File: src/sv/assert_macros.svh
// ----------------------------------------------------------------------------
// assert_macros.svh
// Concurrent assertion shorthands, sampled on the rising clock edge and
// switched off while the asynchronous reset is asserted.
// ----------------------------------------------------------------------------
`ifndef ASSERT_MACROS_SVH
`define ASSERT_MACROS_SVH

// antecedent implies consequent in the same cycle
`define AAMS_ASSERT_IMP(label, clk, rst_n, ante, cons, msg) \
	label: assert property (@(posedge clk) disable iff (!rst_n) (ante) |-> (cons)) \
		else $error(msg);

// antecedent implies consequent in the next cycle
`define AAMS_ASSERT_NXT(label, clk, rst_n, ante, cons, msg) \
	label: assert property (@(posedge clk) disable iff (!rst_n) (ante) |=> (cons)) \
		else $error(msg);

`endif

File: src/sv/aams_pkg.sv
// ----------------------------------------------------------------------------
// aams_pkg
// Shared constants, register codes and types of the argmin/argmax block.
// ----------------------------------------------------------------------------
package aams_pkg;

	localparam int MAX_DIMS_DEF     = 4;
	localparam int VALUE_WIDTH_DEF  = 32;
	localparam int EXTENT_WIDTH_DEF = 16;

	localparam int VAL_W        = 32;
	localparam int POS_W        = 16;
	localparam int LIN_W        = 32;
	localparam int KEY_W        = 64;
	localparam int NUM_POS_OUT  = 4;
	localparam int NUM_EXT_REGS = 4;
	localparam int CFG_IDX_W    = 3;
	localparam int CFG_DATA_W   = 16;
	localparam int QUEUE_DEPTH  = 4;

	localparam logic [KEY_W-1:0] KEY_BIAS = {1'b1, {(KEY_W-1){1'b0}}};

	typedef enum logic [CFG_IDX_W-1:0] {
		REG_SELECT_MAX   = 3'd0,
		REG_COMPLEX_MODE = 3'd1,
		REG_EXTENT_0     = 3'd2,
		REG_EXTENT_1     = 3'd3,
		REG_EXTENT_2     = 3'd4,
		REG_EXTENT_3     = 3'd5
	} cfg_reg_t;

	typedef struct packed {
		logic s1_valid;
		logic s1_last;
		logic stall;
	} back_stat_t;

	// packed width of one queue entry: re, im, last, complex flag, subscripts, linear
	function automatic int entry_width(int vw, int md, int ew);
		return 2*vw + 2 + md*ew + LIN_W;
	endfunction

endpackage

File: src/sv/aams_queue.sv
// ----------------------------------------------------------------------------
// aams_queue
// Small register FIFO decoupling the tagging front from the compare back.
// ----------------------------------------------------------------------------
module aams_queue #(
	parameter int WIDTH = 8,
	parameter int DEPTH = aams_pkg::QUEUE_DEPTH
) (
	input  logic             clk,
	input  logic             arst_n,
	input  logic             push_valid,
	output logic             push_ready,
	input  logic [WIDTH-1:0] push_data,
	output logic             pop_valid,
	input  logic             pop_ready,
	output logic [WIDTH-1:0] pop_data
);
	import aams_pkg::*;

	localparam int PTR_W = (DEPTH > 1) ? $clog2(DEPTH) : 1;
	localparam int CNT_W = $clog2(DEPTH + 1);

	logic [WIDTH-1:0] mem_q [DEPTH];
	logic [PTR_W-1:0] wr_ptr_q;
	logic [PTR_W-1:0] rd_ptr_q;
	logic [CNT_W-1:0] count_q;
	logic             push;
	logic             pop;

	assign push_ready = (count_q != CNT_W'(DEPTH));
	assign pop_valid  = (count_q != '0);
	assign push       = push_valid && push_ready;
	assign pop        = pop_valid && pop_ready;
	assign pop_data   = mem_q[rd_ptr_q];

	always_ff @(posedge clk) begin
		if (push) begin
			mem_q[wr_ptr_q] <= push_data;
		end
	end

	always_ff @(posedge clk or negedge arst_n) begin
		if (!arst_n) begin
			wr_ptr_q <= '0;
			rd_ptr_q <= '0;
			count_q  <= '0;
		end else begin
			if (push) begin
				wr_ptr_q <= (wr_ptr_q == PTR_W'(DEPTH-1)) ? '0 : wr_ptr_q + PTR_W'(1);
			end
			if (pop) begin
				rd_ptr_q <= (rd_ptr_q == PTR_W'(DEPTH-1)) ? '0 : rd_ptr_q + PTR_W'(1);
			end
			if (push && !pop) begin
				count_q <= count_q + CNT_W'(1);
			end else if (pop && !push) begin
				count_q <= count_q - CNT_W'(1);
			end
		end
	end

endmodule

File: config.mk
export PLATFORM = sky130hd
export DESIGN_NAME = aams_queue
export DESIGN_NICKNAME = d
export VERILOG_FILES = /design/src/sv/assert_macros.svh /design/src/sv/aams_pkg.sv /design/src/sv/aams_queue.sv
export SDC_FILE = /design/constraint.sdc
export NUM_CORES = 1
export LEC_CHECK = 0
export BUFFER_PORTS_ARGS = -buffer_cell sky130_fd_sc_hd__buf_2
export CAP_MARGIN = 30
export CORE_UTILIZATION = 55
export CTS_CLUSTER_SIZE = 12
export DETAILED_ROUTE_END_ITERATION = 10
export PLACE_DENSITY_LB_ADDON = 0.12
export SLEW_MARGIN = 40
export SYNTH_ARGS = -nofsm -noshare
export SYNTH_HDL_FRONTEND = slang
export SYNTH_SLANG_ARGS = --single-unit
File: constraint.sdc
create_clock -name clk -period 2.7 [get_ports clk]
set_input_delay 0.135 -clock clk [delete_from_list [all_inputs] [get_ports clk]]
set_output_delay 0.135 -clock clk [all_outputs]
set_load 0.02 [all_outputs]
* Yosys cells after proc, flatten, opt, wreduce, memory -nomap -nowiden *
Memories as Yosys holds them, arrays and structs flattened.
Index checks and enable logic that the tools add are counted.

storage, ports and cells
  register bits after elaboration = 7
  RAM bits = 32
  output and inout bits = 10
  logic and storage cells = 25
  memories = 1

operators by class
  $add $sub $neg = 4
  equality and inequality tests = 3
  muxes and demuxes = 6
  reduce and logical (&&, ||, !) cells = 8

memories
  memory  words  width  read ports  clocked after Yosys merged registers in  wr ports  RTL line          text
  mem_q   4      8      1           0                                        1         aams_queue.sv:23  logic [WIDTH-1:0] mem_q [DEPTH];

operators with widths
  kind                                                                count
  3-bit two-way mux                                                   2
  2-bit by 1-bit adder with 2-bit output, second input constant       2
  2-bit equality test, second input constant                          2
  1-bit logical AND                                                   4
  2-bit two-way mux                                                   2
  3-bit by 1-bit adder with 3-bit output, second input constant       1
  3-bit != test, second input constant                                1
  3-bit nonzero test                                                  1
  3-bit by 1-bit subtractor with 3-bit output, second input constant  1
  1-bit logical NOT                                                   2
  1-bit two-way mux                                                   2
  2-bit nonzero test                                                  1

* Logic depth before layout (Yosys ltp) *
  depth after elaboration = 6
  mapped depth = 8

* Worst setup path after synthesis *
OpenSTA, ideal clock, no wires.

  path kind = reg2reg
  start = register count_q[0]
  end = register count_q[2]
  setup time = 0.079 ns
  arrival time = 2.068 ns
  data required time = 2.621 ns
  setup slack = 0.553 ns
  stages on the path, launching flop included = 9
  buffers on the path = 0
  clock period less this slack = 2.147 ns
  cell sequence = dfrtp_1 or3_2 nand2_1 ha_1 inv_1 fa_1 xor2_1 nor2_1 xor2_1

between the ends
  word-level cells in the longest chain between the ends = 5
  elaborated cells between the ends (all ways) = 13
  classes of those cells = add/sub: 2; eq/ne: 1; mux: 2; reduce/logical: 8

RTL lines
  item                                                            RTL line          text
  from (decl)                                                     aams_queue.sv:26  logic [CNT_W-1:0] count_q;
  from (signal assigned)                                          aams_queue.sv:55  count_q <= count_q + CNT_W'(1);
  from (signal assigned)                                          aams_queue.sv:57  count_q <= count_q - CNT_W'(1);
  3-bit nonzero test (*)                                          aams_queue.sv:31  assign pop_valid = (count_q != '0);
  net pop_valid                                                   aams_queue.sv:14  output logic pop_valid,
  1-bit logical AND (*)                                           aams_queue.sv:33  assign pop = pop_valid && pop_ready;
  1-bit logical NOT                                               aams_queue.sv:54  if (push && !pop) begin
  1-bit logical AND                                               aams_queue.sv:54
  3-bit two-way mux / 2-bit nonzero test (equally long branches)  n/a

Mark *: on every way through the listed nets, which the timed path passes. The rest lies on a longest branch. The select of a mux whose other input is x is not followed.
A chain may end at the register's enable or synchronous reset.

* Final worst setup path *
  start = register count_q[0]
  end = register count_q[2]

between the ends
  word-level cells in the longest chain between the ends = 5
  elaborated cells between the ends (all ways) = 13
  classes of those cells = add/sub: 2; eq/ne: 1; mux: 2; reduce/logical: 8

RTL lines
  item
  branches (longest 5 deep; another with 3-bit by 1-bit subtractor with 3-bit output)

Parallel ways; which one is timed is not known. The select of a mux whose other input is x is not followed.

==> results by stage <==
Timing:
- Hold timing on the final database bottoms out at a slack of 0.00964 ns.
- Subtracting the final worst setup slack from the clock period gives 2.28 ns.
- Setup repair after global routing left no endpoint under its margin.
- The ratio of final minimum period to clock period is 84.3%.
- At the pin with the least slew margin, the transition time is 0.594 ns.
- Setup violations remaining at the end of the flow were counted as 0.
- The remaining max-slew budget at the tightest pin is 60.4%.
- Adding up every negative setup slack in the final design gives 0 ns.
- The total count of max-transition violations in the final report is 0.
- The number of hold-slack violations in the final timing report is 0.
- Timing would allow up to 439 MHz.
- The clock tree skew after final layout is 0.0107 ns.

Worst setup path:
- The nature of the critical path startpoint is a flop.
- Walking the worst path, the cells encountered are or3_2 > nand2_1 > ha_1 > inv_1 > fa_1 > xor2_1 > nor2_1 > xor2_1.
- The peak per-stage delay on the critical path is 0.50 ns.
- The most prevalent standard cell on the critical path is sky130_fd_sc_hd__xor2_1.
- The reg-to-reg endpoint is count_q[2]$_DFFE_PN0P_.
- The capturing element type of the critical path is a flop.
- Along the worst path, the maximum fanout reaches 4.
- The arrival time of data at the critical path endpoint is 2.54 ns.
- The worst register-to-register path has a depth of 8.
- The worst setup path is of the reg -> reg kind.
- The slowest stage of the critical path belongs to the cell sky130_fd_sc_hd__or3_2.
- The startpoint of the worst-slack reg-to-reg timing path is count_q[0]$_DFFE_PN0P_.
- In this run the register-to-register setup slack is 0.42 ns.
- The required time of the critical path is 2.96 ns.

Global route:
- The remaining global-route overflow is 0.
- The first global-routing pass estimated 4210 um of wire.
- The number of global-route vias before repair was 830.
- The largest net degree at the start of global routing is 13.
- The number of antenna violations at the first check in global routing was 0.
- Global routing used 19.1% of the available tracks.

Clock tree:
- Clock latency on the worst-skew pair, taken at its later pin, is 0.34 ns.
- The setup fix buffers added after clock tree synthesis is 0.
- The level count of the clock H-tree is 2.
- In this run, post-CTS repair resized a total of 0 instances.
- For this design, the sink count on the clock tree is 39.
- Clock tree synthesis inserted a total of 5 buffers.
- For this design, the CTS-stage hold fixing added 3 buffers.
- Clock-pin slew was measured on the worst setup and hold paths at 0.11 ns.
- In this run the clock root is driven by a sky130_fd_sc_hd__clkbuf_4.
- TritonCTS built the clock tree.
- Counting along the longest clock path gives a buffer depth of 2.

Die:
- The y dimension of the die is 55.8 um.
- The initial utilization of the core area, before any placement, comes to 57.8%.
- The floorplan step defined a die boundary enclosing 3120 um^2.
- The core outline area is 2760 um^2.
- For this design the top-level I/O count stands at 22.
- The die extent in x is 55.8 um.
- The floorplan has 19 rows.

Routing:
- The pre-antenna-repair detailed-routing pass consisted of 2 iterations.
- The wire length per cell after detailed routing is 17.9 um.
- The via count is 770.
- After detailed routing, the number of remaining DRC violations is 0.
- The average via count per standard cell is 5.46.
- The overall routed net length is 2520 um.
- The initial detailed-routing violation count is 8.
- The antenna violation net count after detailed routing is 0.

Synthesis:
- The total of warnings raised by yosys is 0.
- The share of the Yosys chip area taken by registers is 71.3%.
- Counting flops and latches in the post-synthesis netlist gives 39.
- The number of different library cells used by synthesis comes to 18.
- In the synthesized netlist, the number of instances is 78.
- The net count of the mapped netlist is 97.
- Summing every instance area after synthesis gives 1590 um^2.
- The average cell area after synthesis is 20.4 um^2.

Cells and area:
- The layout has 190 filler cells.
- For this run, the post-layout net count is 128.
- For this run, the share of the core covered by cells in the final layout is 67.3%.
- The area of combinational cells with multiple inputs is 438 um^2.
- The signed area change from the synthesized netlist to the final layout is 16.4%.
- The share of post-route cells with drive strength above 1 is 43.6%.
- The repair_antennas step left the layout with diodes totalling 0.
- After routing the design area is 1860 um^2.
- Summing all flip-flop and latch instances after layout gives 1140 um^2.

Pwr:
- For this design the static power due to leakage is 0.000716 uW.
- The peak supply drop is 0.863 mV.
- In this run the power density over the cells is 1090 nW/um^2.

Status:
- The flow ran to the end, and the final reports show no timing, DRC or antenna violations.

Placed design:
- Once detailed placement completed, the half-perimeter wirelength came to 1750 um.
- Buffers placed on the I/O ports in this run total 21.
- The placer's final routability congestion estimate is 0.721.
- The placement-stage cell area is 1730 um^2.

Hold path:
- The startpoint of the tightest hold check path is push_data[4].
- The capture endpoint of the worst hold path is mem_q[2][4]$_DFFE_PP_.
- The min-delay analysis places its worst path in the category in -> reg.
- Counting instances, the worst hold path has a depth of 1.

Flow run:
- Max-cap violations in this run came to 0.
==> cell usage after synthesis <==
cell type | n | area (um^2)
sky130_fd_sc_hd__mux2_4 | 2 | 30.0
sky130_fd_sc_hd__nor2_1 | 3 | 11.3
sky130_fd_sc_hd__mux2_2 | 3 | 33.8
sky130_fd_sc_hd__and2_4 | 1 | 8.76
sky130_fd_sc_hd__edfxtp_1 | 32 | 961
sky130_fd_sc_hd__nand2_1 | 1 | 3.75
sky130_fd_sc_hd__xnor2_1 | 1 | 8.76
sky130_fd_sc_hd__buf_2 | 1 | 5.00
sky130_fd_sc_hd__dfrtp_1 | 7 | 175
sky130_fd_sc_hd__and3_2 | 4 | 30.0
sky130_fd_sc_hd__or3_2 | 1 | 7.51
sky130_fd_sc_hd__or3b_4 | 1 | 11.3
sky130_fd_sc_hd__fa_1 | 1 | 20.0
sky130_fd_sc_hd__buf_1 | 1 | 3.75
sky130_fd_sc_hd__mux4_2 | 8 | 180
sky130_fd_sc_hd__xor2_1 | 2 | 17.5
sky130_fd_sc_hd__inv_1 | 3 | 11.3
sky130_fd_sc_hd__ha_1 | 6 | 75.1
==> metal layers <==
metal  GRT usage, %  part of all wire (%)  vias up
met5              0                     0        -
met4           8.36                   1.9        0
met3           5.35                   3.7        7
met2           30.5                    49       17
met1           24.8                    45      378
li1               -                     -      368
==> stage by stage <==
| stage | total power (uW) | setup slack, ns | cells |
|---|---|---|---|
| 3_3_place_gp | 1640 | 0.538 | 128 |
| 2_1_floorplan | 1460 | 0.553 | 78 |
| 5_1_grt | 2130 | 0.307 | 141 |
| 3_5_place_dp | 1670 | 0.456 | 128 |
| 4_1_cts | 2040 | 0.421 | 139 |
| 6_report | 2020 | 0.424 | 141 |
==> worst max-delay path, delay by kind of cell, from the launching register on <==
kind / cells / cell delay, ns
AND/OR/NAND/NOR: 3 / 0.76
flip-flops: 1 / 0.45
XOR/XNOR: 2 / 0.32
buffers and inverters: 1 / 0.07
adder cells (fa/ha/maj): 2 / 0.62
==> cell families (layout without fill, tap and decap cells) <==
family | Yosys count | after routing | synth area share (%)
XOR/XNOR | 3 | 3 | 1.65
adder cells (fa/ha/maj) | 7 | 7 | 5.97
buffers and inverters | 5 | 37 | 1.26
flip-flops | 39 | 39 | 71.3
multiplexers | 13 | 13 | 15.3
AND/OR/NAND/NOR | 11 | 11 | 4.55
==> placed cells by master, fill, tap and decap left out <==
master | netlist | routed
sky130_fd_sc_hd__bufinv_16 | 0 | 1
sky130_fd_sc_hd__edfxtp_1 | 32 | 32
sky130_fd_sc_hd__mux2_4 | 2 | 2
sky130_fd_sc_hd__and3_2 | 4 | 4
sky130_fd_sc_hd__nand2_1 | 1 | 1
sky130_fd_sc_hd__and2_4 | 1 | 1
sky130_fd_sc_hd__xor2_1 | 2 | 2
sky130_fd_sc_hd__fa_1 | 1 | 1
sky130_fd_sc_hd__dfrtp_1 | 7 | 7
sky130_fd_sc_hd__ha_1 | 6 | 6
sky130_fd_sc_hd__nor2_1 | 3 | 3
sky130_fd_sc_hd__dlygate4sd3_1 | 0 | 5
sky130_fd_sc_hd__mux4_2 | 8 | 8
sky130_fd_sc_hd__xnor2_1 | 1 | 1
sky130_fd_sc_hd__inv_1 | 3 | 3
sky130_fd_sc_hd__clkinv_1 | 0 | 1
sky130_fd_sc_hd__clkinv_2 | 0 | 1
sky130_fd_sc_hd__buf_2 | 1 | 21
sky130_fd_sc_hd__or3_2 | 1 | 1
sky130_fd_sc_hd__mux2_2 | 3 | 3
sky130_fd_sc_hd__clkbuf_4 | 0 | 5
sky130_fd_sc_hd__or3b_4 | 1 | 1
==> cell type report <==
cell class	instances	share of cell area [%]
Sequential cell	39	61.2
Multi-Input combinational cell	34	23.6
Timing Repair Buffer	26	8.36
Clock inverter	3	2.09
Tap cell	31	2.09
Clock buffer	5	2.02
Inverter	3	0.607
==> worst max-delay path by stage <==
stage | startpoint | end | slack [ns] | cells after the start
after floorplan | count_q[0]$_DFFE_PN0P_ | count_q[2]$_DFFE_PN0P_ | 0.55 | 8
after global placement | count_q[0]$_DFFE_PN0P_ | count_q[2]$_DFFE_PN0P_ | 0.54 | 8
after detailed placement | count_q[0]$_DFFE_PN0P_ | count_q[2]$_DFFE_PN0P_ | 0.46 | 8
after CTS | count_q[0]$_DFFE_PN0P_ | count_q[2]$_DFFE_PN0P_ | 0.42 | 8
after global routing | count_q[0]$_DFFE_PN0P_ | count_q[2]$_DFFE_PN0P_ | 0.31 | 8
final | count_q[0]$_DFFE_PN0P_ | count_q[2]$_DFFE_PN0P_ | 0.42 | 8
==> state kept, by name, summed over array words and instances, names as in the netlist <==
name,flops
rd_ptr_q,2
mem_q,32
count_q,3
wr_ptr_q,2
==> report_power, final <==
| part | switching (uW) | internal, uW | total [uW] |
|---|---|---|---|
| Combinational | 344 | 355 | 698 |
| Sequential | 136 | 814 | 950 |
| Clock | 180 | 190 | 370 |
(Power assumes the default switching activity.)
