$ cat src/sv/assert_macros.svh
// ----------------------------------------------------------------------------
// assert_macros.svh
// Concurrent assertion shorthands, sampled on the rising clock edge and
// switched off while the asynchronous reset is asserted.
// ----------------------------------------------------------------------------
`ifndef ASSERT_MACROS_SVH
`define ASSERT_MACROS_SVH

// antecedent implies consequent in the same cycle
`define AAMS_ASSERT_IMP(label, clk, rst_n, ante, cons, msg) \
	label: assert property (@(posedge clk) disable iff (!rst_n) (ante) |-> (cons)) \
		else $error(msg);

// antecedent implies consequent in the next cycle
`define AAMS_ASSERT_NXT(label, clk, rst_n, ante, cons, msg) \
	label: assert property (@(posedge clk) disable iff (!rst_n) (ante) |=> (cons)) \
		else $error(msg);

`endif

$ cat src/sv/aams_pkg.sv
// ----------------------------------------------------------------------------
// aams_pkg
// Shared constants, register codes and types of the argmin/argmax block.
// ----------------------------------------------------------------------------
package aams_pkg;

	localparam int MAX_DIMS_DEF     = 4;
	localparam int VALUE_WIDTH_DEF  = 32;
	localparam int EXTENT_WIDTH_DEF = 16;

	localparam int VAL_W        = 32;
	localparam int POS_W        = 16;
	localparam int LIN_W        = 32;
	localparam int KEY_W        = 64;
	localparam int NUM_POS_OUT  = 4;
	localparam int NUM_EXT_REGS = 4;
	localparam int CFG_IDX_W    = 3;
	localparam int CFG_DATA_W   = 16;
	localparam int QUEUE_DEPTH  = 4;

	localparam logic [KEY_W-1:0] KEY_BIAS = {1'b1, {(KEY_W-1){1'b0}}};

	typedef enum logic [CFG_IDX_W-1:0] {
		REG_SELECT_MAX   = 3'd0,
		REG_COMPLEX_MODE = 3'd1,
		REG_EXTENT_0     = 3'd2,
		REG_EXTENT_1     = 3'd3,
		REG_EXTENT_2     = 3'd4,
		REG_EXTENT_3     = 3'd5
	} cfg_reg_t;

	typedef struct packed {
		logic s1_valid;
		logic s1_last;
		logic stall;
	} back_stat_t;

	// packed width of one queue entry: re, im, last, complex flag, subscripts, linear
	function automatic int entry_width(int vw, int md, int ew);
		return 2*vw + 2 + md*ew + LIN_W;
	endfunction

endpackage

$ cat src/sv/aams_res_if.sv
// ----------------------------------------------------------------------------
// aams_res_if
// Result channel: winning value with its subscripts and linear position.
// ----------------------------------------------------------------------------
interface aams_res_if;
	import aams_pkg::*;

	logic                    valid;
	logic                    ready;
	logic signed [VAL_W-1:0] best_re;
	logic signed [VAL_W-1:0] best_im;
	logic [POS_W-1:0]        pos_0;
	logic [POS_W-1:0]        pos_1;
	logic [POS_W-1:0]        pos_2;
	logic [POS_W-1:0]        pos_3;
	logic [LIN_W-1:0]        linear_pos;

	modport source (output valid, output best_re, output best_im, output pos_0,
		output pos_1, output pos_2, output pos_3, output linear_pos, input ready);
	modport sink (input valid, input best_re, input best_im, input pos_0,
		input pos_1, input pos_2, input pos_3, input linear_pos, output ready);
endinterface

$ cat src/sv/aams_back.sv
// ----------------------------------------------------------------------------
// aams_back
// Squares the parts, forms the key, keeps the running winner and loads the
// result register on the item that closes a block.
// ----------------------------------------------------------------------------
module aams_back #(
	parameter int MAX_DIMS     = aams_pkg::MAX_DIMS_DEF,
	parameter int VALUE_WIDTH  = aams_pkg::VALUE_WIDTH_DEF,
	parameter int EXTENT_WIDTH = aams_pkg::EXTENT_WIDTH_DEF,
	parameter int ENTRY_W      = aams_pkg::entry_width(aams_pkg::VALUE_WIDTH_DEF,
		aams_pkg::MAX_DIMS_DEF, aams_pkg::EXTENT_WIDTH_DEF)
) (
	input  logic                 clk,
	input  logic                 arst_n,
	input  logic                 select_max,
	input  logic                 pop_valid,
	output logic                 pop_ready,
	input  logic [ENTRY_W-1:0]   pop_data,
	aams_res_if.source           res,
	output aams_pkg::back_stat_t stat
);
	import aams_pkg::*;

	localparam int VW = VALUE_WIDTH;
	localparam int SQ_W = 2*VW;

	typedef struct packed {
		logic signed [VW-1:0]                   re;
		logic signed [VW-1:0]                   im;
		logic                                   last;
		logic                                   cplx;
		logic [MAX_DIMS-1:0][EXTENT_WIDTH-1:0]  pos;
		logic [LIN_W-1:0]                       linear;
	} entry_t;

	function automatic logic [VW-1:0] magnitude(logic [VW-1:0] x);
		return x[VW-1] ? (~x + VW'(1)) : x;
	endfunction

	entry_t             head;
	logic [VW-1:0]      mag_re;
	logic [VW-1:0]      mag_im;

	logic               valid_s1;
	entry_t             item_s1;
	logic [SQ_W-1:0]    sq_re_s1;
	logic [SQ_W-1:0]    sq_im_s1;

	logic [SQ_W:0]      mag_sum;
	logic [KEY_W-1:0]   key;
	logic               take;
	logic               s1_fire;
	logic               out_free;

	logic [KEY_W-1:0]                       best_key_q;
	logic signed [VW-1:0]                   best_re_q;
	logic signed [VW-1:0]                   best_im_q;
	logic [MAX_DIMS-1:0][EXTENT_WIDTH-1:0]  best_pos_q;
	logic [LIN_W-1:0]                       best_lin_q;
	logic                                   first_q;

	logic signed [VW-1:0]                   win_re;
	logic signed [VW-1:0]                   win_im;
	logic [MAX_DIMS-1:0][EXTENT_WIDTH-1:0]  win_pos;
	logic [LIN_W-1:0]                       win_lin;

	logic                    out_valid_q;
	logic signed [VAL_W-1:0] out_re_q;
	logic signed [VAL_W-1:0] out_im_q;
	logic [LIN_W-1:0]        out_lin_q;
	logic [POS_W-1:0]        out_pos [NUM_POS_OUT];

	assign head   = entry_t'(pop_data);
	assign mag_re = magnitude(head.re);
	assign mag_im = magnitude(head.im);

	// a closing item waits in s1 until the result register is free
	assign out_free  = !out_valid_q || res.ready;
	assign s1_fire   = valid_s1 && (!item_s1.last || out_free);
	assign pop_ready = !valid_s1 || s1_fire;

	always_ff @(posedge clk or negedge arst_n) begin
		if (!arst_n) begin
			valid_s1 <= 1'b0;
		end else if (pop_ready) begin
			valid_s1 <= pop_valid;
		end
	end

	always_ff @(posedge clk) begin
		if (pop_ready && pop_valid) begin
			item_s1  <= head;
			sq_re_s1 <= SQ_W'(mag_re) * SQ_W'(mag_re);
			sq_im_s1 <= SQ_W'(mag_im) * SQ_W'(mag_im);
		end
	end

	// real keys are sign-biased so that both kinds compare as unsigned
	always_comb begin
		mag_sum = (SQ_W+1)'(sq_re_s1) + (SQ_W+1)'(sq_im_s1);
		key     = item_s1.cplx ? KEY_W'(mag_sum) : (KEY_W'(item_s1.re) ^ KEY_BIAS);
		take    = first_q || (select_max ? (key > best_key_q) : (key < best_key_q));
		win_re  = take ? item_s1.re     : best_re_q;
		win_im  = take ? item_s1.im     : best_im_q;
		win_pos = take ? item_s1.pos    : best_pos_q;
		win_lin = take ? item_s1.linear : best_lin_q;
	end

	always_ff @(posedge clk or negedge arst_n) begin
		if (!arst_n) begin
			first_q <= 1'b1;
		end else if (s1_fire) begin
			first_q <= item_s1.last;
		end
	end

	always_ff @(posedge clk) begin
		if (s1_fire && take) begin
			best_key_q <= key;
			best_re_q  <= item_s1.re;
			best_im_q  <= item_s1.im;
			best_pos_q <= item_s1.pos;
			best_lin_q <= item_s1.linear;
		end
	end

	always_ff @(posedge clk or negedge arst_n) begin
		if (!arst_n) begin
			out_valid_q <= 1'b0;
		end else if (s1_fire && item_s1.last) begin
			out_valid_q <= 1'b1;
		end else if (res.ready) begin
			out_valid_q <= 1'b0;
		end
	end

	always_ff @(posedge clk) begin
		if (s1_fire && item_s1.last) begin
			out_re_q  <= VAL_W'(win_re);
			out_im_q  <= VAL_W'(win_im);
			out_lin_q <= win_lin;
		end
	end

	for (genvar k = 0; k < NUM_POS_OUT; k++) begin : g_pos
		if (k < MAX_DIMS) begin : g_used
			logic [POS_W-1:0] pos_q;
			always_ff @(posedge clk) begin
				if (s1_fire && item_s1.last) begin
					pos_q <= POS_W'(win_pos[k]);
				end
			end
			assign out_pos[k] = pos_q;
		end else begin : g_unused
			assign out_pos[k] = '0;
		end
	end

	assign res.valid      = out_valid_q;
	assign res.best_re    = out_re_q;
	assign res.best_im    = out_im_q;
	assign res.pos_0      = out_pos[0];
	assign res.pos_1      = out_pos[1];
	assign res.pos_2      = out_pos[2];
	assign res.pos_3      = out_pos[3];
	assign res.linear_pos = out_lin_q;

	assign stat.s1_valid = valid_s1;
	assign stat.s1_last  = item_s1.last;
	assign stat.stall    = valid_s1 && !s1_fire;

endmodule

$ cat src/flat_wrapper.sv
// flat-port wrapper written by rule: the top's interface ports become plain ports
module aams_back_flat import aams_pkg::*;
#(
	parameter int MAX_DIMS     = aams_pkg::MAX_DIMS_DEF,
	parameter int VALUE_WIDTH  = aams_pkg::VALUE_WIDTH_DEF,
	parameter int EXTENT_WIDTH = aams_pkg::EXTENT_WIDTH_DEF,
	parameter int ENTRY_W      = aams_pkg::entry_width(aams_pkg::VALUE_WIDTH_DEF,
		aams_pkg::MAX_DIMS_DEF, aams_pkg::EXTENT_WIDTH_DEF)
)
  (clk, arst_n, select_max, pop_valid, pop_ready, pop_data, stat, res_valid, res_best_re, res_best_im, res_pos_0, res_pos_1, res_pos_2, res_pos_3, res_linear_pos, res_ready);
  aams_res_if res_i ();
  input  logic clk;
  input  logic arst_n;
  input  logic select_max;
  input  logic pop_valid;
  output logic pop_ready;
  input  logic [ENTRY_W-1:0] pop_data;
  output aams_pkg::back_stat_t stat;
  output wire logic [$bits(res_i.valid)-1:0] res_valid;
  output wire logic [$bits(res_i.best_re)-1:0] res_best_re;
  output wire logic [$bits(res_i.best_im)-1:0] res_best_im;
  output wire logic [$bits(res_i.pos_0)-1:0] res_pos_0;
  output wire logic [$bits(res_i.pos_1)-1:0] res_pos_1;
  output wire logic [$bits(res_i.pos_2)-1:0] res_pos_2;
  output wire logic [$bits(res_i.pos_3)-1:0] res_pos_3;
  output wire logic [$bits(res_i.linear_pos)-1:0] res_linear_pos;
  input wire logic [$bits(res_i.ready)-1:0] res_ready;
  assign res_valid = res_i.valid;
  assign res_best_re = res_i.best_re;
  assign res_best_im = res_i.best_im;
  assign res_pos_0 = res_i.pos_0;
  assign res_pos_1 = res_i.pos_1;
  assign res_pos_2 = res_i.pos_2;
  assign res_pos_3 = res_i.pos_3;
  assign res_linear_pos = res_i.linear_pos;
  assign res_i.ready = res_ready;
  aams_back #(.MAX_DIMS(MAX_DIMS), .VALUE_WIDTH(VALUE_WIDTH), .EXTENT_WIDTH(EXTENT_WIDTH), .ENTRY_W(ENTRY_W)) u_core (.clk(clk), .arst_n(arst_n), .select_max(select_max), .pop_valid(pop_valid), .pop_ready(pop_ready), .pop_data(pop_data), .res(res_i), .stat(stat));
endmodule
$ cat config.mk
export PLATFORM = sky130hd
export DESIGN_NAME = aams_back_flat
export DESIGN_NICKNAME = d
export VERILOG_FILES = /design/src/sv/assert_macros.svh /design/src/sv/aams_pkg.sv /design/src/sv/aams_res_if.sv /design/src/sv/aams_back.sv /design/src/flat_wrapper.sv
export SDC_FILE = /design/constraint.sdc
export NUM_CORES = 2
export LEC_CHECK = 0
export BUFFER_PORTS_ARGS = -buffer_cell sky130_fd_sc_hd__clkbuf_2
export CAP_MARGIN = 20
export CORE_MARGIN = 2
export CORE_UTILIZATION = 49
export CTS_BUF_LIST = sky130_fd_sc_hd__clkbuf_8 sky130_fd_sc_hd__clkbuf_16
export CTS_CLUSTER_SIZE = 20
export DETAILED_ROUTE_END_ITERATION = 16
export PLACE_DENSITY = 0.66
export SLEW_MARGIN = 20
export SYNTH_ARGS = -nofsm -noshare
export SYNTH_HDL_FRONTEND = slang
export SYNTH_SLANG_ARGS = --single-unit
$ cat constraint.sdc
create_clock -name clk -period 27.1 [get_ports clk]
set_input_delay 4.065 -clock clk [delete_from_list [all_inputs] [get_ports clk]]
set_output_delay 4.065 -clock clk [all_outputs]
set_load 0.01 [all_outputs]
# --- After elaboration in Yosys (flattened, before gate mapping) ---
# Cells that the tools add are included.
word_totals:
  reg_bits: 677
  elab_cells: 63
  out_inout_bits: 165
  input_bits: 167
op_classes:
  muxes: 10
  n_lt_le_gt_ge: 2
  reduce_logical: 14
  bitwise: 3
  n_addsub: 3
  n_mul: 2
op_table:
  columns: ["operator", "count"]
  rows:
  - ["32-bit two-way mux", 5]
  - ["32-bit by 32-bit multiplier with 64-bit output", 2]
  - ["64-bit two-way mux", 2]
  - ["32-bit by 1-bit adder with 32-bit output (second input constant)", 2]
  - ["64-bit adder", 1]
  - ["64-bit > comparator", 1]
  - ["64-bit < comparator", 1]
  - ["32-bit inverter", 2]
  - ["1-bit logical AND", 5]
  - ["1-bit logical NOT", 4]
  - ["1-bit logical OR", 4]
  - ["1-bit two-way mux", 3]
  - ["2-bit nonzero test", 1]
  - ["1-bit inverter", 1]

# --- Longest topological paths before layout ---
depth:
  ltp_word: 6
  mapped_depth: 40
  depth_no_buf: 37

# --- Worst setup path after synthesis ---
# No wires, ideal clock.
synth_path:
  path_type: "input-to-reg"
  startpoint: "input pop_data[130]"
  endpoint: "register u_core.sq_re_s1[57] (data pin)"
  setup_slack_ns: 13.055
  path_buffers: 4
  required_time_ns: 26.836
  path_stages: 36
  setup_ns: 0.264
  arrival_ns: 13.781
  path_cell_list: "clkbuf_1 inv_1 clkbuf_1 clkbuf_1 ha_1 nand2_1 or3_1 or3_1 o41a_1 xor2_1 inv_1 buf_1 nor2_1 fa_1 fa_1 fa_1 inv_1 fa_1 inv_1 fa_1 fa_1 fa_1 inv_1 fa_1 inv_1 ha_1 a21oi_1 o21bai_1 a21oi_1 o21ai_0 a221oi_1 a211oi_1 or4b_1 a31o_2 a221oi_1 xnor2_1"
synth_between:
  elab_chain_len: 4
synth_lines:
  columns: ["item", "line", "rtl"]
  rows:
  - ["start, declared", "flat_wrapper.sv:17", "input logic [ENTRY_W-1:0] pop_data;"]
  - ["32-bit inverter", "aams_back.sv:37", "return x[VW-1] ? (~x + VW'(1)) : x;"]
  - ["32-bit by 1-bit adder with 32-bit output", "aams_back.sv:37", null]
  - ["32-bit two-way mux (*)", "aams_back.sv:37", null]
  - ["32-bit by 32-bit multiplier with 64-bit output (*)", "aams_back.sv:93", "sq_re_s1 <= SQ_W'(mag_re) * SQ_W'(mag_re);"]
  - ["end signal, assigned", "aams_back.sv:93", null]
  - ["end, declared", "aams_back.sv:46", "logic [SQ_W-1:0] sq_re_s1;"]
# Every way passes the cells marked *; elsewhere a longest branch is shown, timed or not.
# A chain may end at the register's enable or synchronous reset.

# --- Worst setup path after layout ---
layout_path:
  startpoint: "input pop_data[98]"
  endpoint: "register u_core.sq_im_s1[63] (data pin)"
layout_between:
  elab_chain_len: 4
layout_lines:
  columns: ["item", "line", "rtl"]
  rows:
  - ["32-bit inverter", "aams_back.sv:37", null]
  - ["32-bit by 1-bit adder with 32-bit output", "aams_back.sv:37", null]
  - ["32-bit two-way mux (*)", "aams_back.sv:37", null]
  - ["32-bit by 32-bit multiplier with 64-bit output (*)", "aams_back.sv:94", "sq_im_s1 <= SQ_W'(mag_im) * SQ_W'(mag_im);"]
  - ["end signal, assigned", "aams_back.sv:94", null]
  - ["end, declared", "aams_back.sv:47", "logic [SQ_W-1:0] sq_im_s1;"]
# Marked as above.

==> results.json <==
{
  "status": "complete, no violations",
  "clk_pin_slew_ns": 0.06,
  "postCtsSetupBuffers": 0,
  "use_met2_pct": 43.9,
  "r2r_slack_ns": 18.20,
  "cts_made_buffers": 74,
  "synth_edf_count": 670,
  "cap_violations": 0,
  "fin_tns_setup_ns": 0,
  "syn_area_per_cell_sq_um": 10.6,
  "worstSetupStartpointType": "primary input",
  "criticalPathCategory": "in2reg",
  "cts_tree": "built",
  "grt-ovfl-total": 0,
  "numClockSinks": 673,
  "worstHoldStart": "u_core.item_s1[123]$_DFFE_PP_",
  "gr-usage-met3_pct": 4.59,
  "r2r_start": "u_core.sq_re_s1[21]$_DFFE_PP_",
  "cts_root_buf": "clkbuf_16",
  "top_usage_layer": "met2",
  "dieArea_sq_um": 178000,
  "insertion_delay_ns": 0.69,
  "nFillCells": 15300,
  "core_area_sq_um": 174000,
  "synth-seq-area-share_pct": 23.5,
  "crit_buf_inv": 8,
  "grt_antenna_before_repair": 1,
  "holdPathStages": 0,
  "detail_route.drc_violations": 0,
  "rsz0062_at_grt": "false",
  "synth.distinct_cells": 86,
  "relSlewSlack_pct": 19.9,
  "yosys_most_used_dff": "edfxtp_1",
  "firstDrtPassIters": 6,
  "drive_above_1_share_pct": 9.77,
  "grt_pass1_wl_um": 366000,
  "skew_ns": 0.0615,
  "vias": 58100,
  "cts_max_path_buffers": 3,
  "dpl_cell_area_sq_um": 90700,
  "io_buffers": 331,
  "rows": 153,
  "drtIter0Drc": 4476,
  "dp_hpwl_um": 186000,
  "worstSetupStartpoint": "pop_data[98]",
  "via_per_inst": 5.38,
  "hp-class": "reg2reg",
  "async_reset_ff_share_pct": 0.446,
  "antenna_left": 0,
  "postSynthCellCount": 8071,
  "rr_worst_depth": 24,
  "routedWlPerCell_um": 21.5,
  "crit_top_cell": "fa_1",
  "track_usage_pct": 26.7,
  "ctsResizeCount": 0,
  "die_w_um": 422,
  "fin_crit_sh_pct": 54.8,
  "pre_cts_slack_ns": 11.77,
  "slew_violations": 0,
  "grt_max_degree": 70,
  "yosysWarningCount": 0,
  "setup_violations": 0,
  "cp.depth": 32,
  "crit_path_end_kind": "flop",
  "multiInputGateArea_sq_um": 57300,
  "io_pins": 332,
  "fin_crit_ns": 14.85,
  "syn_to_final_growth_pct": 8.84,
  "cp.arrival_ns": 15.23,
  "postRouteWirelength_um": 232000,
  "path_delay_family": "adder cells",
  "final_hold_viol_count": 0,
  "fmax_mhz": 67.3,
  "ctsHoldBuffers": 0,
  "worstPathRequired_ns": 27.48,
  "max_stage_delay_ns": 0.87,
  "syn_area_sq_um": 85800,
  "met1_usage_pct": 34.3,
  "ff_latch_area_sq_um": 20200,
  "die_h_um": 422,
  "design_area_sq_um": 93400,
  "cts.htree.levels": 3,
  "gp_congestion": 0.951,
  "worst_pin_slew_ns": 1.20,
  "grt_pass1_vias": 64000,
  "ys_ff_latch": 673,
  "crit_slowest_cell": "a2111oi_1",
  "crit_fanout": 24,
  "nNetsFinal": 10900,
  "postLayoutSetupSlackWorst_ns": 12.25,
  "start_util_pct": 49.3
}
## routing by layer
metal / vias up / share of wire, %
met5: - / 0
met4: 0 / 5.8
met3: 585 / 8.0
met2: 2400 / 48
met1: 29500 / 39
li1: 25600 / -
## kinds of logic after synthesis
kind of cell               Yosys count  share of synthesized area [%]
AOI/OAI and AO/OA                  793                           5.98
buffers and inverters             2310                           10.2
xor gates and xnor gates           290                           3.01
and+or+nand+nor                   1527                           7.50
DFF                                673                           23.5
muxes                              192                           2.52
other                                2                        0.00876
adders and majority gates         2284                           47.2
## area by class of cell
cell class | instances | area share, %
clock buffers | 75 | 2.01
repair buffers | 444 | 2.70
inverters | 2078 | 8.36
flip-flops and latches | 673 | 21.6
multi-input cells | 5134 | 61.4
clock inverters | 57 | 0.793
diodes | 1 | 0.00268
well taps | 2325 | 3.12
## registers in the layout (all words and copies together) (netlist names), 16 cells and up
signal	cells
u_core.res.pos_2	16
u_core.res.linear_pos	32
u_core.sq_im_s1	63
u_core.res.best_re	32
u_core.res.best_im	32
u_core.res.pos_1	16
u_core.best_im_q	32
u_core.best_pos_q	64
u_core.item_s1	159
u_core.sq_re_s1	63
u_core.res.pos_0	16
u_core.res.pos_3	16
u_core.best_re_q	32
u_core.best_key_q	64
u_core.best_lin_q	32
## synth_stat cells (9+ instances only)
master / instances / area [sq um]
o21ai_0: 149 / 746
nand2b_1: 17 / 106
and3_1: 22 / 138
o31ai_1: 18 / 135
nor2b_1: 23 / 144
mux2_2: 189 / 2130
buf_4: 12 / 90.1
clkinv_1: 14 / 52.6
nand3_1: 45 / 225
a211oi_1: 19 / 143
o21bai_1: 48 / 360
o21a_1: 23 / 173
or4_1: 10 / 75.1
nor3_1: 37 / 185
edfxtp_1: 670 / 20100
o41ai_1: 9 / 78.8
clkbuf_1: 179 / 672
buf_2: 28 / 140
xor2_1: 119 / 1040
nand2_1: 651 / 2440
buf_1: 13 / 48.8
ha_1: 692 / 8660
a21o_1: 148 / 1110
inv_1: 2057 / 7720
nor2_1: 595 / 2230
or3_1: 10 / 62.6
a31oi_1: 26 / 163
and2_1: 25 / 156
fa_1: 1591 / 31900
nand4_1: 49 / 307
o211ai_1: 15 / 113
a21oi_1: 242 / 1210
xnor2_1: 166 / 1450
o31a_1: 10 / 87.6
## cells in the final DEF (no fill, tap or decap), types with 9 or more instances in the layout
| cell | n |
|---|---|
| buf_4 | 111 |
| and2_1 | 24 |
| fa_1 | 1591 |
| xor2_2 | 10 |
| nor3_1 | 37 |
| nand2_1 | 651 |
| o211ai_1 | 15 |
| a211oi_1 | 19 |
| nor2b_1 | 23 |
| xnor2_1 | 146 |
| o21a_1 | 23 |
| a31oi_1 | 26 |
| and3_1 | 21 |
| nand4_1 | 49 |
| nand3_1 | 45 |
| clkbuf_2 | 331 |
| xnor2_2 | 18 |
| or4_1 | 10 |
| inv_1 | 2067 |
| edfxtp_1 | 670 |
| or3_1 | 10 |
| bufinv_16 | 13 |
| o31ai_1 | 18 |
| conb_1 | 48 |
| a21oi_1 | 242 |
| nand2b_1 | 17 |
| nor2_1 | 594 |
| mux2_2 | 189 |
| clkinv_1 | 21 |
| o21ai_0 | 148 |
| o41ai_1 | 9 |
| o21bai_1 | 48 |
| a21o_1 | 148 |
| clkbuf_16 | 75 |
| xor2_1 | 110 |
| ha_1 | 692 |
| o31a_1 | 10 |
| clkinv_2 | 11 |
## stage by stage
stage,std cells,hold slack [ns],utilization [%]
finish,10800,0.429,53.7
global route,10800,0.450,53.7
CTS,10800,0.419,53.7
detailed placement,10700,0.429,52.2
global placement,10700,0.426,52.2
floorplan,8117,0.420,-
## path summary, 6_finish.rpt
check	to
max	u_core.sq_im_s1[63]$_DFFE_PP_
min	u_core.best_im_q[25]$_DFFE_PP_
max reg2reg	u_core.best_im_q[23]$_DFFE_PP_
min reg2reg	u_core.best_im_q[25]$_DFFE_PP_
max in group asynchronous	u_core.first_q$_DFFE_PN1P_
min in group asynchronous	u_core.res.valid$_DFFE_PN0P_
Power is not shown: default switching activity piles up to over one toggle a cycle in this logic, so the estimate is an artifact.
