[src/sv/assert_macros.svh]
// ----------------------------------------------------------------------------
// assert_macros.svh
// Concurrent assertion shorthands, sampled on the rising clock edge and
// switched off while the asynchronous reset is asserted.
// ----------------------------------------------------------------------------
`ifndef ASSERT_MACROS_SVH
`define ASSERT_MACROS_SVH

// antecedent implies consequent in the same cycle
`define AAMS_ASSERT_IMP(label, clk, rst_n, ante, cons, msg) \
	label: assert property (@(posedge clk) disable iff (!rst_n) (ante) |-> (cons)) \
		else $error(msg);

// antecedent implies consequent in the next cycle
`define AAMS_ASSERT_NXT(label, clk, rst_n, ante, cons, msg) \
	label: assert property (@(posedge clk) disable iff (!rst_n) (ante) |=> (cons)) \
		else $error(msg);

`endif

[src/sv/aams_pkg.sv]
// ----------------------------------------------------------------------------
// aams_pkg
// Shared constants, register codes and types of the argmin/argmax block.
// ----------------------------------------------------------------------------
package aams_pkg;

	localparam int MAX_DIMS_DEF     = 4;
	localparam int VALUE_WIDTH_DEF  = 32;
	localparam int EXTENT_WIDTH_DEF = 16;

	localparam int VAL_W        = 32;
	localparam int POS_W        = 16;
	localparam int LIN_W        = 32;
	localparam int KEY_W        = 64;
	localparam int NUM_POS_OUT  = 4;
	localparam int NUM_EXT_REGS = 4;
	localparam int CFG_IDX_W    = 3;
	localparam int CFG_DATA_W   = 16;
	localparam int QUEUE_DEPTH  = 4;

	localparam logic [KEY_W-1:0] KEY_BIAS = {1'b1, {(KEY_W-1){1'b0}}};

	typedef enum logic [CFG_IDX_W-1:0] {
		REG_SELECT_MAX   = 3'd0,
		REG_COMPLEX_MODE = 3'd1,
		REG_EXTENT_0     = 3'd2,
		REG_EXTENT_1     = 3'd3,
		REG_EXTENT_2     = 3'd4,
		REG_EXTENT_3     = 3'd5
	} cfg_reg_t;

	typedef struct packed {
		logic s1_valid;
		logic s1_last;
		logic stall;
	} back_stat_t;

	// packed width of one queue entry: re, im, last, complex flag, subscripts, linear
	function automatic int entry_width(int vw, int md, int ew);
		return 2*vw + 2 + md*ew + LIN_W;
	endfunction

endpackage

[src/sv/aams_elem_if.sv]
// ----------------------------------------------------------------------------
// aams_elem_if
// Element input channel: one array element per item.
// ----------------------------------------------------------------------------
interface aams_elem_if;
	import aams_pkg::*;

	logic                    valid;
	logic                    ready;
	logic signed [VAL_W-1:0] value_re;
	logic signed [VAL_W-1:0] value_im;
	logic                    last_elem;

	modport source (output valid, output value_re, output value_im, output last_elem,
		input ready);
	modport sink (input valid, input value_re, input value_im, input last_elem,
		output ready);
endinterface

[src/sv/aams_front.sv]
// ----------------------------------------------------------------------------
// aams_front
// Takes element items, tags each with its subscripts and linear position
// from the wrapping position counters, and pushes it into the queue.
// ----------------------------------------------------------------------------
module aams_front #(
	parameter int MAX_DIMS     = aams_pkg::MAX_DIMS_DEF,
	parameter int VALUE_WIDTH  = aams_pkg::VALUE_WIDTH_DEF,
	parameter int EXTENT_WIDTH = aams_pkg::EXTENT_WIDTH_DEF,
	parameter int ENTRY_W      = aams_pkg::entry_width(aams_pkg::VALUE_WIDTH_DEF,
		aams_pkg::MAX_DIMS_DEF, aams_pkg::EXTENT_WIDTH_DEF)
) (
	input  logic                    clk,
	input  logic                    arst_n,
	aams_elem_if.sink               elem,
	input  logic                    complex_mode,
	input  logic [EXTENT_WIDTH-1:0] extent [MAX_DIMS],
	output logic                    push_valid,
	input  logic                    push_ready,
	output logic [ENTRY_W-1:0]      push_data
);
	import aams_pkg::*;

	typedef struct packed {
		logic signed [VALUE_WIDTH-1:0]          re;
		logic signed [VALUE_WIDTH-1:0]          im;
		logic                                   last;
		logic                                   cplx;
		logic [MAX_DIMS-1:0][EXTENT_WIDTH-1:0]  pos;
		logic [LIN_W-1:0]                       linear;
	} entry_t;

	logic [EXTENT_WIDTH-1:0] cur_pos_q [MAX_DIMS];
	logic [LIN_W-1:0]        cur_lin_q;
	logic [EXTENT_WIDTH-1:0] nxt       [MAX_DIMS];
	logic                    wrap      [MAX_DIMS];
	logic                    carry     [MAX_DIMS];
	logic                    accept;
	entry_t                  entry;

	assign elem.ready = push_ready;
	assign push_valid = elem.valid;
	assign accept     = elem.valid && push_ready;

	// an extent of zero wraps like one; a dimension steps only when all below wrap
	always_comb begin
		for (int d = 0; d < MAX_DIMS; d++) begin
			nxt[d]  = cur_pos_q[d] + EXTENT_WIDTH'(1);
			wrap[d] = (nxt[d] >= extent[d]) || (nxt[d] == '0);
		end
		carry[0] = 1'b1;
		for (int d = 1; d < MAX_DIMS; d++) begin
			carry[d] = carry[d-1] && wrap[d-1];
		end
	end

	always_ff @(posedge clk or negedge arst_n) begin
		if (!arst_n) begin
			for (int d = 0; d < MAX_DIMS; d++) begin
				cur_pos_q[d] <= '0;
			end
			cur_lin_q <= '0;
		end else if (accept) begin
			if (elem.last_elem) begin
				for (int d = 0; d < MAX_DIMS; d++) begin
					cur_pos_q[d] <= '0;
				end
				cur_lin_q <= '0;
			end else begin
				for (int d = 0; d < MAX_DIMS; d++) begin
					if (carry[d]) begin
						cur_pos_q[d] <= wrap[d] ? '0 : nxt[d];
					end
				end
				cur_lin_q <= cur_lin_q + LIN_W'(1);
			end
		end
	end

	always_comb begin
		entry.re     = elem.value_re[VALUE_WIDTH-1:0];
		entry.im     = complex_mode ? elem.value_im[VALUE_WIDTH-1:0] : '0;
		entry.last   = elem.last_elem;
		entry.cplx   = complex_mode;
		for (int d = 0; d < MAX_DIMS; d++) begin
			entry.pos[d] = cur_pos_q[d];
		end
		entry.linear = cur_lin_q;
	end

	assign push_data = entry;

endmodule

[src/flat_wrapper.sv]
// flat-port wrapper written by rule: the top's interface ports become plain ports
module aams_front_flat import aams_pkg::*;
#(
	parameter int MAX_DIMS     = aams_pkg::MAX_DIMS_DEF,
	parameter int VALUE_WIDTH  = aams_pkg::VALUE_WIDTH_DEF,
	parameter int EXTENT_WIDTH = aams_pkg::EXTENT_WIDTH_DEF,
	parameter int ENTRY_W      = aams_pkg::entry_width(aams_pkg::VALUE_WIDTH_DEF,
		aams_pkg::MAX_DIMS_DEF, aams_pkg::EXTENT_WIDTH_DEF)
)
  (clk, arst_n, complex_mode, extent, push_valid, push_ready, push_data, elem_valid, elem_value_re, elem_value_im, elem_last_elem, elem_ready);
  aams_elem_if elem_i ();
  input  logic clk;
  input  logic arst_n;
  input  logic complex_mode;
  input  logic [EXTENT_WIDTH-1:0] extent[MAX_DIMS];
  output logic push_valid;
  input  logic push_ready;
  output logic [ENTRY_W-1:0] push_data;
  input wire logic [$bits(elem_i.valid)-1:0] elem_valid;
  input wire logic [$bits(elem_i.value_re)-1:0] elem_value_re;
  input wire logic [$bits(elem_i.value_im)-1:0] elem_value_im;
  input wire logic [$bits(elem_i.last_elem)-1:0] elem_last_elem;
  output wire logic [$bits(elem_i.ready)-1:0] elem_ready;
  assign elem_i.valid = elem_valid;
  assign elem_i.value_re = elem_value_re;
  assign elem_i.value_im = elem_value_im;
  assign elem_i.last_elem = elem_last_elem;
  assign elem_ready = elem_i.ready;
  aams_front #(.MAX_DIMS(MAX_DIMS), .VALUE_WIDTH(VALUE_WIDTH), .EXTENT_WIDTH(EXTENT_WIDTH), .ENTRY_W(ENTRY_W)) u_core (.clk(clk), .arst_n(arst_n), .elem(elem_i), .complex_mode(complex_mode), .extent(extent), .push_valid(push_valid), .push_ready(push_ready), .push_data(push_data));
endmodule
[config.mk]
export PLATFORM = sky130hd
export DESIGN_NAME = aams_front_flat
export DESIGN_NICKNAME = d
export VERILOG_FILES = /design/src/sv/assert_macros.svh /design/src/sv/aams_pkg.sv /design/src/sv/aams_elem_if.sv /design/src/sv/aams_front.sv /design/src/flat_wrapper.sv
export SDC_FILE = /design/constraint.sdc
export NUM_CORES = 1
export LEC_CHECK = 0
export BUFFER_PORTS_ARGS = -buffer_cell sky130_fd_sc_hd__buf_2
export CORE_ASPECT_RATIO = 1.1
export CORE_MARGIN = 10
export CORE_UTILIZATION = 46
export CTS_BUF_LIST = sky130_fd_sc_hd__clkbuf_16
export DETAILED_ROUTE_END_ITERATION = 10
export GPL_ROUTABILITY_DRIVEN = 0
export PLACE_DENSITY = 0.84
export REMOVE_ABC_BUFFERS = 1
export SYNTH_ARGS = -nofsm -noshare
export SYNTH_HDL_FRONTEND = slang
export SYNTH_SLANG_ARGS = --single-unit
[constraint.sdc]
create_clock -name clk -period 3.6 [get_ports clk]
set_clock_uncertainty 0.1 [all_clocks]
set_input_delay 0.9 -clock clk [delete_from_list [all_inputs] [get_ports clk]]
set_output_delay 0.9 -clock clk [all_outputs]
set_load 0.01 [all_outputs]
# ---- After elaboration in Yosys (flattened, before gate mapping)
# Cells that the tools add are included.
dict set report word_totals {
  inputBits 134
  output_inout_bits 164
  elab_cells 41
  reg_bits 96
}
dict set report op_classes {
  addsub 5
  reduce_logical 17
  order_cmp 4
  mux 10
}
# op n
set ops {}
lappend ops {{16-bit two-way mux} 7}
lappend ops {{16-bit by 1-bit adder with 16-bit output (second input constant)} 4}
lappend ops {{16-bit greater-or-equal comparator} 4}
lappend ops {{16-bit zero test} 4}
lappend ops {{32-bit two-way mux} 2}
lappend ops {{64-bit two-way mux} 1}
lappend ops {{32-bit by 1-bit adder with 32-bit output (second input constant)} 1}
lappend ops {{2-bit AND reduction} 3}
lappend ops {{2-bit nonzero test} 3}
lappend ops {{1-bit logical OR} 4}
lappend ops {{1-bit logical AND} 3}

# ---- Longest topological paths before layout
# Gate-level depths: netlist (run 1).
dict set report logic_depth {
  word_depth 7
  depth_mapped 15
}

# ---- Worst setup path before layout (run 1)
# OpenSTA, ideal clock, no wires.
dict set report synth_path {
  kind {register -> register}
  start {register u_core.cur_pos_q (netlist bit u_core.push_data[64])}
  end {register u_core.cur_pos_q (netlist bit u_core.push_data[84])}
  required_ns 3.375
  path_slack_ns -0.318
  arrival_ns 3.693
  stages_incl_launch_ff 14
  setup_time_ns 0.125
  synth_period_minus_slack_ns 3.918
  path_cell_list {dfrtp_1 > ha_1 > and3_1 > nand2_1 > or4_1 > nand2_1 > ha_1 > nand4_1 > nor3_1 > a2111oi_0 > o21ai_0 > a211oi_2 > nor3_4 > mux2_4}
}
dict set report synth_via {
  elab_chain_cells 6
  elab_cells_between_ends 7
}
# element line_no
set synth_rtl {}
lappend synth_rtl {{from (decl)} aams_front.sv:33} ;# logic [EXTENT_WIDTH-1:0] cur_pos_q [MAX_DIMS];
lappend synth_rtl {{from (signal, indexed assignment)} aams_front.sv:72} ;# cur_pos_q[d] <= wrap[d] ? '0 : nxt[d];
lappend synth_rtl {{16-bit by 1-bit adder with 16-bit output (*)} aams_front.sv:48} ;# nxt[d] = cur_pos_q[d] + EXTENT_WIDTH'(1);
lappend synth_rtl {{16-bit greater-or-equal comparator or 16-bit zero test (tied branches)} aams_front.sv:49} ;# wrap[d] = (nxt[d] >= extent[d]) || (nxt[d] == '0);
lappend synth_rtl {{1-bit logical OR (*)} aams_front.sv:49}
lappend synth_rtl {{1-bit logical AND (*)} aams_front.sv:53} ;# carry[d] = carry[d-1] && wrap[d-1];
lappend synth_rtl {{2-bit nonzero test (no line) (*)} --}
lappend synth_rtl {{2-bit AND reduction (no line) (*)} --}
# Mark *: on every way between the ends. The rest lies on a longest branch, timed or not.
# A chain may end at the register's enable or synchronous reset.

# ---- Worst setup path in the final report (run 1)
dict set report layout_path {
  start {register u_core.cur_pos_q (netlist bit u_core.push_data[68])}
  end {register u_core.cur_pos_q (netlist bit u_core.push_data[73])}
}
dict set report layout_via {
  elab_chain_cells 6
  elab_cells_between_ends 7
}
# element line_no
set layout_rtl {}
lappend layout_rtl {{16-bit by 1-bit adder with 16-bit output (*)} aams_front.sv:48}
lappend layout_rtl {{16-bit greater-or-equal comparator or 16-bit zero test (tied branches)} aams_front.sv:49}
lappend layout_rtl {{1-bit logical OR} aams_front.sv:49}
lappend layout_rtl {{16-bit two-way mux (*)} aams_front.sv:72}
lappend layout_rtl {{16-bit two-way mux (*)} aams_front.sv:71} ;# if (carry[d]) begin
lappend layout_rtl {{64-bit two-way mux (*)} aams_front.sv:64} ;# if (elem.last_elem) begin
# Mark *: on every way between the ends. The rest lies on a longest branch, timed or not. The select of a mux whose other input is x is not followed.

==> results of run 1 <==
==> path summary, 6_finish.rpt <==
| check | start | endpoint | slack (ps) |
|---|---|---|---|
| hold reg to reg | u_core.push_data[47]$_DFFE_PN0P_ | u_core.push_data[47]$_DFFE_PN0P_ | 460 |
| setup reg to reg | u_core.push_data[68]$_DFFE_PN0P_ | u_core.push_data[73]$_DFFE_PN0P_ | -30 |
| min in group asynchronous | arst_n | u_core.cur_lin_q[19]$_DFFE_PN0P_ | 480 |
| hold / removal | u_core.push_data[47]$_DFFE_PN0P_ | u_core.push_data[47]$_DFFE_PN0P_ | 460 |
| setup / recovery | u_core.push_data[68]$_DFFE_PN0P_ | u_core.push_data[73]$_DFFE_PN0P_ | -30 |
| max in group asynchronous | arst_n | u_core.push_data[81]$_DFFE_PN0P_ | 2180 |
==> tightest hold or removal path: cells and delay by family, from the launching register on <==
kind	cells	cell delay, ps
flip-flops	1	390
AND/OR/NAND/NOR	1	60
AO/OA/AOI/OAI	1	70
==> where the power goes <==
group | total, mW | internal [mW] | switching [mW]
Combinational | 0.864 | 0.393 | 0.471
Clock | 0.919 | 0.468 | 0.451
Sequential | 1.18 | 1.13 | 0.0534
Total | 2.96 | 1.99 | 0.975
==> area by class of cell <==
type	instances	area (µm²)
Inverter	78	293
Antenna cell	2	5.00
Clock buffer	9	225
Multi-Input combinational cell	734	5480
Fill cell	1467	6570
Tap cell	238	298
Clock inverter	7	46.3
Sequential cell	96	2410
Timing Repair Buffer	391	2420
==> state kept, by name (all words and copies together), names as in the netlist <==
| register | count |
|---|---|
| u_core.push_data | 64 |
| u_core.cur_lin_q | 32 |
==> cell usage in the layout (no fill, tap or decap), types with 15 or more instances in the layout <==
cell type | synthesis | final
nand3_1 | 56 | 50
buf_4 | 37 | 147
a21o_1 | 19 | 19
o21ai_0 | 55 | 51
ha_1 | 73 | 67
xnor2_1 | 28 | 26
inv_1 | 78 | 77
buf_2 | 18 | 232
a21oi_1 | 19 | 19
and2_1 | 36 | 35
o31ai_1 | 16 | 15
nor3_1 | 26 | 23
nand4_1 | 23 | 23
xor2_1 | 47 | 46
nor2_1 | 59 | 56
nand2_1 | 76 | 69
dfrtp_1 | 96 | 93
==> routing by layer <==
| layer | track usage (%) | up-vias | share of wire [%] |
|---|---|---|---|
| met3 | 8.21 | 95 | 11 |
| met4 | 9.56 | 0 | 3.8 |
| met5 | 1.74 | - | 0 |
| met1 | 25.6 | 4141 | 39 |
| li1 | - | 4111 | - |
| met2 | 36.7 | 503 | 47 |
==> per-stage QoR <==
stage                     instance area (µm²)  hold WS, ps  cells  setup TNS [ps]  worst slack (ps)
after floorplan                          7800          450    908          -20150              -638
after global placement                  10200          433   1499           -1150              -125
after detailed placement                10200          444   1499           -4890              -281
after CTS                               10800          452   1543          -0.410            -0.410
after global routing                    11200          488   1553           -2510              -162
final                                   11200          455   1555            -121             -28.9
==> what timing repair did <==
item,4_1_cts,5_1_grt
pin swaps,15,15
gates resized for setup,27,60
buffers inserted,28,12
setup endpoints to repair,35,51
==> cells by family after synthesis <==
family,after synthesis
buffers and inverters,164
and+or+nand+nor,377
DFF,96
adders and majority gates,73
muxes,11
xor gates and xnor gates,75
AOI/OAI and AO/OA,198
==> reports/qor.yml, run 1 <==
drive_gt1_share_pct: 37.9
path_delay_family: "simple AND/OR/NAND/NOR gates"
antenna_left: 0
path_clk_slew_ps: 70
clock.fmax_mhz: 276
root_buffer: "clkbuf_16"
io_buffer_count: 233
antenna_found_initial: 0
setup_violations: 9
synth_top_family_by_area: "simple AND/OR/NAND/NOR gates"
row_count: 51
seq_area_frac_synth_pct: 29.0
crit_buf_inv: 1
start_util_pct: 46.7
endpoint_kind: "flip-flop"
required_ps: 3770
rr_worst_depth: 13
grt_max_degree: 51
synthAdderAreaFrac_pct: 11.0
min_period_ps: 3630
post-route-util_pct: 63.0
slew_headroom_pct: 38.9
die_x_um: 148
synth_compound_area_share_pct: 16.2
synth_mux_area_share_pct: 1.71
syn-instance-count: 994
worst_ep_arrival_time_ps: 3800
power_density_nw_per_um2: 265
post_drt_wl_per_cell_um: 18.7
vias_per_cell: 5.69
yosys.area.top_type: "dfrtp_1"
area_growth_pct: 34.7
slowest_delay_ps: 570
async_flop_share_pct: 100
timing.final.ws_setup_ps: -28.9
synthTopCellsByArea: "dfrtp_1, ha_1, xor2_1"
path_cells: "nand2_1, or4_4, or3_4, nand2_4, ha_4, nand4_1, nor3_2, a2111oi_4, o21ai_2, buf_4, a211o_1, or4_1, mux2i_1"
netlist_area_um2: 8290
hold_viol_final: 0
ir_drop_v: 0.000246
min_path_cells: 2
layout.nets: 1517
synth_xor_area_share_pct: 7.92
synthSimpleGateAreaFrac_pct: 24.7
wl_mm: 29.0
vias: 8850
ys_ff_latch: 96
gr-total-overflow: 0
hpwl_mm: 21.8
insertion_delay_ps: 350
cp_slowest_cell: "or4_4"
crit_path_start_kind: "flip-flop"
grt_first_pass_wirelength_mm: 44.0
io_pins: 298
dieArea_um2: 23800
cts_max_level: 3
yosys.cell_count.top_type: "dfrtp_1"
syn_area_per_cell_um2: 8.34
violations: "setup timing"
hold_path_class: "flip-flop to flip-flop"
layout_worst_path_cycle_share_pct: 101
rsz0062_at_grt: "true"
cts_sinks: 96
power_mw: 2.96
outcome: "complete, but fails checks"
p_leak_nw: 5.98
track_usage_pct: 22.4
yosys.area.top_type_share_pct: 29.0
synthDistinctLibCells: 70
cap_violations: 0
grt_pass1_vias: 8886
synth_ff_type: "dfrtp_1"
crit_fanout: 4
cts_tree: "built"
slew_violations: 0
max_slew.worst_pin.slew_ps: 916
path_class: "flip-flop to flip-flop"
synth_warnings: 0
route.detailed.drc: 0
core_area_um2: 17700
cts_made_buffers: 9
drtIter0Drc: 593
holdBufCountCts: 0
dr.pass1.iters: 6
crit_cells: 13
synth-edff-count: 0
yosys-top-cells-count: "dfrtp_1, inv_1, nand2_1"
clockBufferDepth: 2
die_height_um: 161
(Power assumes the default switching activity.)
==> run 2: changes to the inputs <==
GPL_TIMING_DRIVEN = 1   (was not set)
SETUP_SLACK_MARGIN = 0.15   (was not set)
==> run 2 against run 1 <==
Net effect: the run still ends with setup timing left; cell area rose by 2.5%; critical endpoint is now u_core.push_data[67]$_DFFE_PN0P_; largest power group unchanged; largest cell class unchanged; cell count rose by 0.96%; register-to-register slack got worse by 90 ps; fmax fell by 2.3%.
==> reports/qor.yml, run 2 (synthesized netlist as in run 1, its figures left out) <==
outcome: "complete, but fails checks"
violations: "setup timing"
antenna_found_initial: 0  # unchanged
path_class: "flip-flop to flip-flop"
power_mw: 3.01  # +1.6%
dieArea_um2: 23800  # unchanged
crit_fanout: 4  # unchanged
track_usage_pct: 22.9  # +0.45 points
setup_violations: 13  # +4
wl_mm: 29.8  # +2.6%
hold_viol_final: 0  # unchanged
grt_first_pass_wirelength_mm: 44.9  # +1.8%
cts_tree: "built"
whs_ps: 454  # -1.08 ps
worst_ep_arrival_time_ps: 3890  # +90 ps
route.detailed.drc: 0  # unchanged
rr_worst_depth: 14  # +1
rsz0062_at_grt: "true"
reg2reg_from: "u_core.push_data[65]$_DFFE_PN0P_"
core_area_um2: 17700  # unchanged
path_clk_slew_ps: 70  # about the same
hold_path_class: "flip-flop to flip-flop"
start_util_pct: 46.7  # unchanged
cts_sinks: 96  # unchanged
min_path_cells: 2  # unchanged
drive_gt1_share_pct: 39.7  # +1.9 points
root_buffer: "clkbuf_16"
endpoint_kind: "flip-flop"
hold_end: "u_core.push_data[47]$_DFFE_PN0P_"
insertion_delay_ps: 350  # about the same
p_leak_nw: 6.09  # +1.9%
die_x_um: 148  # unchanged
slew_violations: 0  # unchanged
area_growth_pct: 38.0
slew_headroom_pct: 38.1  # -0.85 points
regArea_um2: 2410  # about the same
crit_path_start_kind: "flip-flop"
vias: 8979  # +1.5%
vias_per_cell: 5.72  # +0.49%
final_cell_mix: "buf_2, buf_4, dfrtp_1"
min_period_ps: 3710  # +86.0 ps
fillers: 1419  # -3.3%
rr_endpoint: "u_core.push_data[67]$_DFFE_PN0P_"
grt_pass1_vias: 8928  # +0.47%
largest_reg_flops: 64  # unchanged
final_cell_area_um2: 11400  # +2.5%
cts_made_buffers: 9  # unchanged
r2r_slack_ps: -110  # -90 ps
gr-total-overflow: 0  # unchanged
antenna_left: 0  # unchanged
clock.fmax_mhz: 269  # -2.3%
layout.nets: 1533  # +1.1%
cap_violations: 0  # unchanged
max_slew.worst_pin.slew_ps: 929  # +12.8 ps
final_common_cell: "buf_2"
cts_max_level: 3  # unchanged
post_drt_wl_per_cell_um: 19.0  # +1.7%
drtIter0Drc: 588  # -0.84%
timing.final.ws_setup_ps: -115  # -86.0 ps
grt_max_degree: 51  # unchanged
min_from: "u_core.push_data[47]$_DFFE_PN0P_"
layout_worst_path_cycle_share_pct: 103  # +2.4 points
dr.pass1.iters: 5  # -1
hpwl_mm: 21.8  # unchanged
io_pins: 298  # unchanged
required_ps: 3770  # about the same
die_height_um: 161  # unchanged
ir_drop_v: 0.000250  # +1.5%
power_density_nw_per_um2: 263  # -0.87%
io_buffer_count: 233  # unchanged
multi_input_area_um2: 5620  # +2.5%
clockBufferDepth: 2  # unchanged
row_count: 51  # unchanged
dpl_cell_area_um2: 10200  # unchanged
[run 2: worst max-delay path by stage]
stage	end	startpoint	slack, ps
final	u_core.push_data[67]$_DFFE_PN0P_	u_core.push_data[65]$_DFFE_PN0P_	-110
after global routing	u_core.push_data[67]$_DFFE_PN0P_	u_core.push_data[65]$_DFFE_PN0P_	-200
after CTS	u_core.push_data[73]$_DFFE_PN0P_	u_core.push_data[64]$_DFFE_PN0P_	0.8
after detailed placement	u_core.push_data[90]$_DFFE_PN0P_	u_core.push_data[64]$_DFFE_PN0P_	-280
after global placement	u_core.push_data[89]$_DFFE_PN0P_	u_core.push_data[64]$_DFFE_PN0P_	-120
after floorplan	u_core.push_data[84]$_DFFE_PN0P_	u_core.push_data[64]$_DFFE_PN0P_	-640
[run 2: area by class of cell]
type / count / area share, %
Timing Repair Buffer: 407 / 22.3
Clock inverter: 7 / 0.405
Clock buffer: 9 / 1.97
Tap cell: 238 / 2.60
Inverter: 78 / 2.56
Antenna cell: 1 / 0.0219
Sequential cell: 96 / 21.0
Multi-Input combinational cell: 734 / 49.1
[run 2: metal layers]
layer  global-route usage [%]  vias up  routed length [µm]  share of wire, %
met5                     1.74        -                   0                 0
met3                     8.26       86                3130                10
met2                     37.5      539               13900                47
met1                     26.1     4200               11600                39
li1                         -     4154                   -                 -
met4                     9.69        0                1140               3.8
[run 2: stage by stage]
step                      std cells  util (%)  TNS (ps)  setup WS [ps]
after detailed placement       1499      57.4     -4890           -281
after global routing           1569      64.5     -2740           -204
final                          1570      64.5      -805           -115
after global placement         1499      57.4     -1150           -125
after CTS                      1549      61.5         0          0.836
after floorplan                 908         -    -20150           -638
[run 2: report_power, final]
part / total (mW) / internal (mW) / switching [mW]
combinational: 0.906 / 0.419 / 0.487
sequential: 1.18 / 1.13 / 0.0557
clock: 0.922 / 0.468 / 0.454
total: 3.01 / 2.01 / 0.996
[run 2: worst max-delay path: stages, from the launching register on]
cell,delay (ps)
dfrtp_2,430
nand2_2,80
or4_4,580
or3_4,380
nand2_4,100
ha_4,200
nand4_1,130
nor3_2,90
a2111oi_4,390
o21ai_2,140
buf_4,170
a211o_1,270
buf_4,150
o211ai_1,250
o2bb2ai_1,170
[run 2: what timing repair did]
item	CTS	global route
pin swaps	19	20
resized for setup	43	72
gates cloned	0	2
buffers inserted	34	18
hold buffers	0	0
endpoints found under the setup margin	47	60
